<file path="config.mk">
export PLATFORM = sky130hd
export DESIGN_NAME = handshake_link_sender_unit
export DESIGN_NICKNAME = d
export VERILOG_FILES = /design/src/sv/hls_pkg.sv /design/src/sv/hls_front.sv /design/src/sv/hls_jobq.sv /design/src/sv/hls_back.sv /design/src/sv/handshake_link_sender_unit.sv
export SDC_FILE = /design/constraint.sdc
export NUM_CORES = 1
export LEC_CHECK = 0
export BUFFER_PORTS_ARGS = -buffer_cell sky130_fd_sc_hd__buf_2
export CORE_UTILIZATION = 30
export DETAILED_ROUTE_END_ITERATION = 7
export SKIP_LAST_GASP = 1
export SLEW_MARGIN = 10
export SYNTH_ARGS = -nofsm -noshare
export SYNTH_HDL_FRONTEND = slang
export SYNTH_SLANG_ARGS = --single-unit
</file>
<file path="constraint.sdc">
create_clock -name clk -period 5.15 [get_ports clk]
set_input_delay 0.7725 -clock clk [delete_from_list [all_inputs] [get_ports clk]]
set_output_delay 0.7725 -clock clk [all_outputs]
set_load 0.01 [all_outputs]
</file>
<file path="src/sv/hls_pkg.sv">
// hls_pkg: shared types and codes for the handshake link sender.
// Used by hls_front, hls_jobq, hls_back and handshake_link_sender_unit.
`default_nettype none
package hls_pkg;

  localparam logic [1:0] CMD_SEND = 2'd0;
  localparam logic [1:0] CMD_EDGE = 2'd1;
  localparam logic [1:0] CMD_TICK = 2'd2;

  localparam logic [2:0] KIND_RESET = 3'd0;
  localparam logic [2:0] KIND_UART  = 3'd1;
  localparam logic [2:0] KIND_SPI   = 3'd2;
  localparam logic [2:0] KIND_DONE  = 3'd3;
  localparam logic [2:0] KIND_FAIL  = 3'd4;
  localparam logic [2:0] KIND_BUSY  = 3'd5;

  localparam logic [1:0] REG_TIMEOUT = 2'd0;
  localparam logic [1:0] REG_MAXFAIL = 2'd1;
  localparam logic [1:0] REG_ENDBYTE = 2'd2;
  localparam logic [1:0] REG_IGNBYTE = 2'd3;

  localparam logic [15:0] TIMEOUT_RESET = 16'd800;
  localparam logic [3:0]  MAXFAIL_RESET = 4'd3;
  localparam logic [4:0]  FAIL_SAT      = 5'd31;
  localparam logic [4:0]  FAIL_CREDIT   = 5'd2;

  typedef enum logic [2:0] {
    ST_NOLINK  = 3'd0,
    ST_BOOT    = 3'd1,
    ST_IDLE    = 3'd2,
    ST_HEADER  = 3'd3,
    ST_PAYLOAD = 3'd4
  } link_state_t;

  typedef enum logic [2:0] {
    JOB_RESET      = 3'd0,
    JOB_BUSY       = 3'd1,
    JOB_HEADER     = 3'd2,
    JOB_SPI        = 3'd3,
    JOB_DONE       = 3'd4,
    JOB_CLEAR      = 3'd5,
    JOB_RESET_FAIL = 3'd6
  } job_code_t;

  typedef struct packed {
    logic [1:0] command;
    logic [8:0] frame_length;
    logic       handshake_level;
  } in_item_t;

  typedef struct packed {
    logic [2:0] kind;
    logic [7:0] uart_byte;
    logic [8:0] spi_length;
    logic       notify_level;
    logic       last;
  } out_item_t;

  typedef struct packed {
    logic [15:0] timeout_ticks;
    logic [3:0]  max_fail;
    logic [7:0]  end_byte;
    logic [7:0]  ignore_byte;
  } cfg_t;

  typedef struct packed {
    job_code_t  code;
    logic [7:0] hdr_lo;
    logic [7:0] hdr_hi;
    logic [8:0] length;
    logic       notify;
  } job_t;

endpackage
`default_nettype wire

</file>
<file path="src/sv/hls_front.sv">
// hls_front: accepts events, keeps the link state and classifies each event
// into at most one job for the back end. Depends on hls_pkg.
`default_nettype none
module hls_front import hls_pkg::*; (
  input  wire logic     clk,
  input  wire logic     rst,
  input  wire logic     accept,
  input  wire in_item_t in_item,
  input  wire cfg_t     cfg,
  output logic          job_valid,
  output job_t          job
);

  link_state_t link_state, link_state_next;
  logic [4:0]  fail_count, fail_count_next;
  logic [15:0] wait_timer, wait_timer_next;
  logic [8:0]  held_length, held_length_next;
  logic        send_waiting, send_waiting_next;

  logic [15:0] tick_sum;
  logic        timed_out;
  logic [4:0]  fail_inc;
  logic        fail_over;
  logic        waiting;

  assign waiting   = (link_state inside {ST_HEADER, ST_PAYLOAD});
  assign tick_sum  = wait_timer + 16'd1;
  assign timed_out = (tick_sum >= cfg.timeout_ticks);
  assign fail_inc  = (fail_count < FAIL_SAT) ? fail_count + 5'd1 : fail_count;
  assign fail_over = (fail_inc > {1'b0, cfg.max_fail});

  always_comb begin
    link_state_next   = link_state;
    fail_count_next   = fail_count;
    wait_timer_next   = wait_timer;
    held_length_next  = held_length;
    send_waiting_next = send_waiting;
    if (accept) begin
      case (in_item.command)
        CMD_SEND: begin
          if (link_state == ST_NOLINK) begin
            held_length_next  = in_item.frame_length;
            send_waiting_next = 1'b1;
            link_state_next   = ST_BOOT;
          end else if (link_state == ST_IDLE) begin
            held_length_next = in_item.frame_length;
            link_state_next  = ST_HEADER;
            wait_timer_next  = '0;
          end
        end
        CMD_EDGE: begin
          if (!in_item.handshake_level && link_state == ST_HEADER) begin
            fail_count_next = (fail_count > FAIL_CREDIT) ? fail_count - FAIL_CREDIT : '0;
            link_state_next = ST_PAYLOAD;
            wait_timer_next = '0;
          end else if (in_item.handshake_level && link_state == ST_PAYLOAD) begin
            link_state_next = ST_IDLE;
          end else if (in_item.handshake_level && link_state == ST_BOOT) begin
            link_state_next = ST_IDLE;
            if (send_waiting) begin
              send_waiting_next = 1'b0;
              link_state_next   = ST_HEADER;
              wait_timer_next   = '0;
            end
          end
        end
        CMD_TICK: begin
          if (waiting) begin
            wait_timer_next = tick_sum;
            if (timed_out) begin
              wait_timer_next = '0;
              if (link_state == ST_HEADER) begin
                if (fail_over) begin
                  fail_count_next   = '0;
                  send_waiting_next = 1'b0;
                  link_state_next   = ST_BOOT;
                end else begin
                  fail_count_next = fail_inc;
                  link_state_next = ST_IDLE;
                end
              end else begin
                send_waiting_next = 1'b0;
                link_state_next   = ST_BOOT;
              end
            end
          end
        end
        default: begin
        end
      endcase
    end
  end

  // header word: length, parity of odd-index bits, parity of even-index bits, overall parity
  always_comb begin
    job_valid   = 1'b0;
    job.code    = JOB_BUSY;
    job.hdr_lo  = held_length_next[7:0];
    job.hdr_hi  = {4'd0, ^held_length_next,
                   ^{held_length_next[0], held_length_next[2], held_length_next[4],
                     held_length_next[6], held_length_next[8]},
                   ^{held_length_next[1], held_length_next[3], held_length_next[5],
                     held_length_next[7]},
                   held_length_next[8]};
    job.length  = held_length_next;
    job.notify  = (link_state_next == ST_PAYLOAD);
    if (accept) begin
      case (in_item.command)
        CMD_SEND: begin
          job_valid = 1'b1;
          if (link_state == ST_NOLINK) begin
            job.code = JOB_RESET;
          end else if (link_state == ST_IDLE) begin
            job.code = JOB_HEADER;
          end else begin
            job.code = JOB_BUSY;
          end
        end
        CMD_EDGE: begin
          if (!in_item.handshake_level && link_state == ST_HEADER) begin
            job_valid = 1'b1;
            job.code  = JOB_SPI;
          end else if (in_item.handshake_level && link_state == ST_PAYLOAD) begin
            job_valid = 1'b1;
            job.code  = JOB_DONE;
          end else if (in_item.handshake_level && link_state == ST_BOOT && send_waiting) begin
            job_valid = 1'b1;
            job.code  = JOB_HEADER;
          end
        end
        CMD_TICK: begin
          if (waiting && timed_out) begin
            job_valid = 1'b1;
            if (link_state == ST_HEADER && !fail_over) begin
              job.code = JOB_CLEAR;
            end else begin
              job.code = JOB_RESET_FAIL;
            end
          end
        end
        default: begin
        end
      endcase
    end
  end

  always_ff @(posedge clk) begin
    if (rst) begin
      link_state   <= ST_NOLINK;
      fail_count   <= '0;
      wait_timer   <= '0;
      held_length  <= '0;
      send_waiting <= 1'b0;
    end else begin
      link_state   <= link_state_next;
      fail_count   <= fail_count_next;
      wait_timer   <= wait_timer_next;
      held_length  <= held_length_next;
      send_waiting <= send_waiting_next;
    end
  end

endmodule
`default_nettype wire

</file>
<file path="src/sv/hls_jobq.sv">
// hls_jobq: short register queue of jobs between front and back end.
// Depends on hls_pkg.
`default_nettype none
module hls_jobq import hls_pkg::*; #(
  parameter int DEPTH = 4
) (
  input  wire logic clk,
  input  wire logic rst,
  input  wire logic wr_en,
  input  wire job_t wr_job,
  output logic      full,
  output job_t      rd_job,
  output logic      empty,
  input  wire logic rd_en
);

  localparam int PW = (DEPTH > 1) ? $clog2(DEPTH) : 1;
  localparam int CW = $clog2(DEPTH + 1);
  localparam logic [PW-1:0] LAST_PTR = PW'(DEPTH - 1);
  localparam logic [CW-1:0] FULL_CNT = CW'(DEPTH);

  job_t          entries [DEPTH];
  logic [PW-1:0] wr_ptr, rd_ptr;
  logic [CW-1:0] count;
  logic          do_wr, do_rd;

  assign full   = (count == FULL_CNT);
  assign empty  = (count == '0);
  assign do_wr  = wr_en && !full;
  assign do_rd  = rd_en && !empty;
  assign rd_job = entries[rd_ptr];

  always_ff @(posedge clk) begin
    if (do_wr) begin
      entries[wr_ptr] <= wr_job;
    end
  end

  always_ff @(posedge clk) begin
    if (rst) begin
      wr_ptr <= '0;
      rd_ptr <= '0;
      count  <= '0;
    end else begin
      if (do_wr) begin
        wr_ptr <= (wr_ptr == LAST_PTR) ? '0 : wr_ptr + PW'(1);
      end
      if (do_rd) begin
        rd_ptr <= (rd_ptr == LAST_PTR) ? '0 : rd_ptr + PW'(1);
      end
      if (do_wr && !do_rd) begin
        count <= count + CW'(1);
      end else if (do_rd && !do_wr) begin
        count <= count - CW'(1);
      end
    end
  end

endmodule
`default_nettype wire

</file>
<file path="src/sv/hls_back.sv">
// hls_back: expands each job into its result items and loads them into the
// output register, one per cycle unless the receiver stalls. Depends on hls_pkg.
`default_nettype none
module hls_back import hls_pkg::*; (
  input  wire logic clk,
  input  wire logic rst,
  input  wire cfg_t cfg,
  input  wire job_t job,
  input  wire logic job_empty,
  output logic      job_pop,
  output out_item_t out_item,
  output logic      out_valid,
  input  wire logic pop
);

  logic [2:0] step;
  logic [2:0] last_step;
  logic       advance;
  out_item_t  item;

  assign advance = !job_empty && (!out_valid || pop);
  assign job_pop = advance && item.last;

  always_comb begin
    case (job.code)
      JOB_HEADER:     last_step = 3'd2;
      JOB_CLEAR:      last_step = 3'd4;
      JOB_RESET_FAIL: last_step = 3'd1;
      default:        last_step = 3'd0;
    endcase
  end

  always_comb begin
    item.kind         = KIND_BUSY;
    item.uart_byte    = '0;
    item.spi_length   = '0;
    item.notify_level = job.notify;
    item.last         = (step == last_step);
    case (job.code)
      JOB_RESET: item.kind = KIND_RESET;
      JOB_BUSY:  item.kind = KIND_BUSY;
      JOB_SPI: begin
        item.kind       = KIND_SPI;
        item.spi_length = job.length;
      end
      JOB_DONE:  item.kind = KIND_DONE;
      JOB_HEADER: begin
        item.kind = KIND_UART;
        case (step)
          3'd0:    item.uart_byte = job.hdr_lo;
          3'd1:    item.uart_byte = job.hdr_hi;
          default: item.uart_byte = cfg.end_byte;
        endcase
      end
      JOB_CLEAR: begin
        if (step == 3'd4) begin
          item.kind = KIND_FAIL;
        end else begin
          item.kind      = KIND_UART;
          item.uart_byte = (step == 3'd0) ? cfg.ignore_byte : cfg.end_byte;
        end
      end
      JOB_RESET_FAIL: item.kind = (step == 3'd0) ? KIND_RESET : KIND_FAIL;
      default: begin
      end
    endcase
  end

  always_ff @(posedge clk) begin
    if (advance) begin
      out_item <= item;
    end
  end

  always_ff @(posedge clk) begin
    if (rst) begin
      step      <= '0;
      out_valid <= 1'b0;
    end else begin
      if (advance) begin
        out_valid <= 1'b1;
        step      <= item.last ? 3'd0 : step + 3'd1;
      end else if (pop) begin
        out_valid <= 1'b0;
      end
    end
  end

endmodule
`default_nettype wire

</file>
<file path="src/sv/handshake_link_sender_unit.sv">
// handshake_link_sender_unit: top level of the link sender; holds the
// configuration registers. Depends on hls_pkg, hls_front, hls_jobq, hls_back.
//
// Usage:
//   Events enter as a queue write: in_item is taken when push is high and
//   full is low. Results leave as a queue read: out_item is valid while
//   empty is low and is consumed when pop is high.
//   Configuration: cfg_index/cfg_data are written when cfg_valid and
//   cfg_ready are high; cfg_ready is always high. Write only while idle.
//   Path: after the event transfer, the first result of an event passes
//   through the job queue write and then the output register.
//   Flow: one event per cycle into the job queue while full is low; the
//   back end emits one result per cycle unless the receiver stalls. A job
//   yields 1 to 5 results (header 3, clear sequence 5). full rises when
//   JOB_DEPTH jobs wait. Events that produce no result take no queue slot.
//   Reset: link state is no link, counters cleared, queues empty,
//   registers back to timeout 800, max fail 3, end and ignore bytes 0.
//   Receiver stall: the output register holds its item; the back end stops,
//   the job queue fills and then full holds off new events.
`default_nettype none
module handshake_link_sender_unit import hls_pkg::*; #(
  parameter int JOB_DEPTH = 4
) (
  input  wire logic        clk,
  input  wire logic        rst,
  input  wire logic        push,
  output logic             full,
  input  wire in_item_t    in_item,
  output logic             empty,
  input  wire logic        pop,
  output out_item_t        out_item,
  input  wire logic        cfg_valid,
  output logic             cfg_ready,
  input  wire logic [1:0]  cfg_index,
  input  wire logic [15:0] cfg_data
);

  cfg_t      cfg;
  logic      accept;
  logic      job_valid;
  job_t      job_in;
  job_t      job_head;
  logic      job_empty;
  logic      job_pop;
  logic      out_valid;

  assign cfg_ready = 1'b1;
  assign accept    = push && !full;
  assign empty     = !out_valid;

  always_ff @(posedge clk) begin
    if (rst) begin
      cfg.timeout_ticks <= TIMEOUT_RESET;
      cfg.max_fail      <= MAXFAIL_RESET;
      cfg.end_byte      <= '0;
      cfg.ignore_byte   <= '0;
    end else if (cfg_valid && cfg_ready) begin
      case (cfg_index)
        REG_TIMEOUT: cfg.timeout_ticks <= cfg_data;
        REG_MAXFAIL: cfg.max_fail      <= cfg_data[3:0];
        REG_ENDBYTE: cfg.end_byte      <= cfg_data[7:0];
        REG_IGNBYTE: cfg.ignore_byte   <= cfg_data[7:0];
        default: begin
        end
      endcase
    end
  end

  hls_front u_front (
    .clk       (clk),
    .rst       (rst),
    .accept    (accept),
    .in_item   (in_item),
    .cfg       (cfg),
    .job_valid (job_valid),
    .job       (job_in)
  );

  hls_jobq #(
    .DEPTH (JOB_DEPTH)
  ) u_jobq (
    .clk    (clk),
    .rst    (rst),
    .wr_en  (job_valid),
    .wr_job (job_in),
    .full   (full),
    .rd_job (job_head),
    .empty  (job_empty),
    .rd_en  (job_pop)
  );

  hls_back u_back (
    .clk       (clk),
    .rst       (rst),
    .cfg       (cfg),
    .job       (job_head),
    .job_empty (job_empty),
    .job_pop   (job_pop),
    .out_item  (out_item),
    .out_valid (out_valid),
    .pop       (pop)
  );

  a_uart_only_byte: assert property (@(posedge clk) disable iff (rst)
    (!empty && out_item.kind != KIND_UART) |-> (out_item.uart_byte == 8'd0))
    else $error("uart_byte set on a non-uart result");

  a_spi_only_len: assert property (@(posedge clk) disable iff (rst)
    (!empty && out_item.kind != KIND_SPI) |-> (out_item.spi_length == 9'd0))
    else $error("spi_length set on a non-spi result");

  a_spi_notify: assert property (@(posedge clk) disable iff (rst)
    (!empty && out_item.kind == KIND_SPI) |-> out_item.notify_level)
    else $error("spi start without notify");

  a_done_notify: assert property (@(posedge clk) disable iff (rst)
    (!empty && (out_item.kind == KIND_DONE || out_item.kind == KIND_RESET))
      |-> !out_item.notify_level)
    else $error("notify high after transfer end");

endmodule
`default_nettype wire

</file>
==> summary.txt <==
CTS
  • H-tree levels: 4
  • Total CTS buffers: 17
  • Clk slew on worst S/H paths: around 0.07 ns
  • Post-CTS Setup Bufs: 0
  • CTS tree: done
  • CTS root buffer: clkbuf_16
  • Clock Path Buffers: 2
  • Clk sinks: 169
  • # resized after CTS: 0
  • Worst-skew pair later-pin latency: between 0.4 and 0.5 ns
  • CTS Hold Buffers Added: 0

Final layout
  • Share of cells above drive strength 1: 0.1491
  • Non-Filler Instances: between 1000 and 1500
  • Final #Nets: 906
  • Area of the multi-input gates: approximately 0.0038 mm2
  • Most frequent cells in the layout: edfxtp_1, dfxtp_1, a21oi_1, nor2_1, buf_2
  • Fillers: about 2700
  • Inserted Diodes: 0
  • Storage element area: 0.004244 mm2
  • Commonest non-fill, non-tap cell in the layout: edfxtp_1
  • Area Overhead vs Synth: 14.54%

Synth
  • Yosys reg bits: around 170
  • Yosys cell types: just over 60
  • Main synth FF type: edfxtp_1
  • EDFF count, synth: between 80 and 90
  • Ys async rst share: 0
  • Post-Syn Area: 0.008372 mm2
  • Gate Count Post-Synth: 790
  • Syn avg cell area: roughly 11 um2
  • Synth Warn #: 0
  • Sequential element share of the synthesized area: 0.5069
  • Syn Nets: around 860

Pwr
  • Reg power frac: 0.438
  • VDD IR-drop max: 0.2227 mV
  • Final Power: 3.836 mW
  • Leakage: between 3 and 4 nW
  • Share of total power in the clock network: 0.328
  • Net load switching power: 1.208 mW
  • Comb pwr share: 0.234
  • Sw Share: 0.3149
  • Cell Pwr Density: ~400 mW/mm2
  • Int Power: around 2.6 mW

Drt
  • Routed len/inst: about 15 um
  • Via count: 5827
  • Routed Antenna Nets: 0
  • DR iter-0 viols: between 300 and 400
  • Wirelength, routed: around 18000 um
  • Drt pass-1 iters: 5
  • Via density: between 4 and 5
  • DR DRC count: 0

Place
  • DPL Wire Length: roughly 13000 um
  • Buffers on Ports: between 50 and 60
  • Placer Congestion: ~0.84
  • Dpl cells: about 1200

STA
  • Final hold vios: 0
  • Worst-Margin Slew: between 0.9 and 1 ns
  • Final Setup Violations: 0
  • Setup Skew: 0.009309 ns
  • Fin. max-slew vios: 0
  • Setup TNS: 0 ns
  • RSZ-0062 raised after global routing: no
  • Fin crit period: between 4 and 5 ns
  • Rel. slew slack: 0.3915
  • F_max: between 200 and 250 MHz
  • Fin crit share: 0.9103

Setup path
  • Worst Path Arrival: 5.05 ns
  • Critical path's largest stage delay: around 0.42 ns
  • Cells along the critical path: ha_1, and3_1, and3_1, and3_1, nand3_1, xnor2_1, ha_1, nand4_1, nor4_1, o31ai_1, a21oi_1, o21a_1, ha_1, inv_1, fa_1, xor2_1, or3_1, a21oi_1
  • Kind of critical path: reg -> reg
  • Setup crit end kind: register
  • Crit start category: register
  • Kind of cell adding the most delay to the critical path: simple AND/OR/NAND/NOR gates
  • Worst R2R Start: u_front.wait_timer[0]$_SDFFE_PP0P_
  • Slowest stage cell, crit path: dfxtp_1
  • CP bufs+invs: 1
  • CP required: around 5.5 ns
  • Max Fanout on Critical Path: 8
  • Crit path launch: u_front.wait_timer[0]$_SDFFE_PP0P_

Run
  • MaxCap Viol Count: 0

Floorplan
  • Top Ports: 60
  • Die area: 0.02858 mm2
  • Rows: 60
  • Core area: about 0.027 mm2
  • Die width: between 150 and 200 um
  • Die H: between 150 and 200 um
  • Initial Utilization: 0.3081

GRT
  • Largest net degree at the start of global routing: 60
  • All-layer global routing usage: 0.1321
  • Number of global-route vias before repair: 5605
  • First-pass GRT wire length: 29550 um
  • GRT overflow: 0
  • Initial antenna violation count: 3

Worst hold path
  • Worst hold path class: reg -> reg
  • Hold wc startpoint: cfg[31]$_SDFFE_PP0P_

Status
  • Outcome: finished, final reports clean
power by group through the flow:
stage	Sequential [mW]	Combinational, mW	Clock [mW]
3_3_place_gp	1.71	0.893	0
2_1_floorplan	1.72	0.625	0
5_1_grt	1.70	0.995	1.34
4_1_cts	1.69	0.908	1.28
3_5_place_dp	1.72	0.905	0
6_report	1.68	0.896	1.26
tightest hold or removal path, stage by stage (launching register included):
cell	delay [ns]
dfxtp_1	0.31
nand2_1	0.05
a21oi_1	0.05
layer usage:
metal,vias to the layer above,share of wire,global-route usage
met5,-,0.0013,0
met4,4,0.012,0.03839
met2,114,0.46,0.2106
li1,2929,-,-
met1,2761,0.48,0.1743
met3,19,0.045,0.03694
cell families after synthesis:
group,count (synthesis),synth area share
AOI/OAI and AO/OA,156,0.1124
xor gates and xnor gates,32,0.03348
adders and majority gates,39,0.05918
buffers and inverters,88,0.04259
DFF,169,0.5069
muxes,57,0.09416
other,1,0.0004479
and+or+nand+nor,248,0.1508
synthesized netlist by cell type, types with 2 or more instances:
| cell type | instances | area, um2 |
|---|---|---|
| xnor2_1 | 20 | 175.2 |
| mux2_2 | 8 | 90.09 |
| and3_1 | 19 | 118.9 |
| or4_1 | 3 | 22.52 |
| buf_6 | 2 | 22.52 |
| a32oi_1 | 2 | 17.52 |
| nor2_1 | 65 | 244.0 |
| nor2b_1 | 29 | 181.4 |
| a21boi_1 | 3 | 22.52 |
| a31oi_1 | 5 | 31.28 |
| o22ai_1 | 11 | 68.82 |
| a211o_1 | 4 | 35.03 |
| ha_1 | 38 | 475.5 |
| nand3_1 | 17 | 85.08 |
| mux4_2 | 14 | 315.3 |
| nand4_1 | 5 | 31.28 |
| a21oi_1 | 68 | 340.3 |
| nand3b_1 | 9 | 67.56 |
| o31ai_1 | 3 | 22.52 |
| a21o_1 | 2 | 15.01 |
| o21a_1 | 3 | 22.52 |
| a221oi_1 | 2 | 17.52 |
| xor2_1 | 12 | 105.1 |
| a41oi_1 | 3 | 26.28 |
| buf_2 | 2 | 10.01 |
| mux4_1 | 2 | 52.55 |
| or3_1 | 4 | 25.02 |
| a22o_1 | 4 | 35.03 |
| nor3_1 | 13 | 65.06 |
| or3b_1 | 5 | 43.79 |
| nor3b_1 | 6 | 45.04 |
| dfxtp_1 | 83 | 1662 |
| inv_1 | 43 | 161.4 |
| nand2b_1 | 9 | 56.30 |
| mux2i_1 | 33 | 330.3 |
| clkbuf_1 | 35 | 131.4 |
| buf_4 | 2 | 15.01 |
| buf_1 | 3 | 11.26 |
| edfxtp_1 | 86 | 2582 |
| a22oi_1 | 5 | 37.54 |
| o21ai_1 | 2 | 10.01 |
| nand2_1 | 54 | 202.7 |
| o21ai_0 | 28 | 140.1 |
| and2_1 | 5 | 31.28 |
| o211ai_1 | 2 | 15.01 |
metrics by stage:
stage,setup WS [ns],hold WS (ns),utilization,instance area (um2)
global route,0.1028,0.4952,0.3529,9589
detailed placement,0.5042,0.4516,0.3316,9012
finish,0.4622,0.4599,0.3529,9589
floorplan,0.9071,0.4363,-,8372
global placement,0.5768,0.4446,0.3316,9012
CTS,0.4852,0.4616,0.3529,9589
sequential cells by signal, summed over array words and instances (netlist names), 5 cells and up, named ones only:
signal               cells
u_front.held_length      9
u_jobq.entries          64
u_front.fail_count       5
u_back.out_item         22
u_front.wait_timer      16
cfg                     36
cell type report:
| type | count | area share |
|---|---|---|
| inverters | 43 | 0.01683 |
| clock buffers | 19 | 0.04723 |
| flip-flops and latches | 169 | 0.4426 |
| repair buffers | 68 | 0.03810 |
| clock inverters | 13 | 0.01292 |
| well taps | 372 | 0.04854 |
| multi-input cells | 533 | 0.3938 |
worst paths after layout:
check                                       to  slack [ns]  cells past startpoint
setup reg to reg  u_jobq.count[2]$_SDFFE_PP0P_        0.46                     18
setup / recovery  u_jobq.count[2]$_SDFFE_PP0P_        0.46                     18
hold / removal            cfg[31]$_SDFFE_PP0P_        0.46                      2
hold reg to reg           cfg[31]$_SDFFE_PP0P_        0.46                      2
Note: power is estimated with default switching activity, not from simulation.
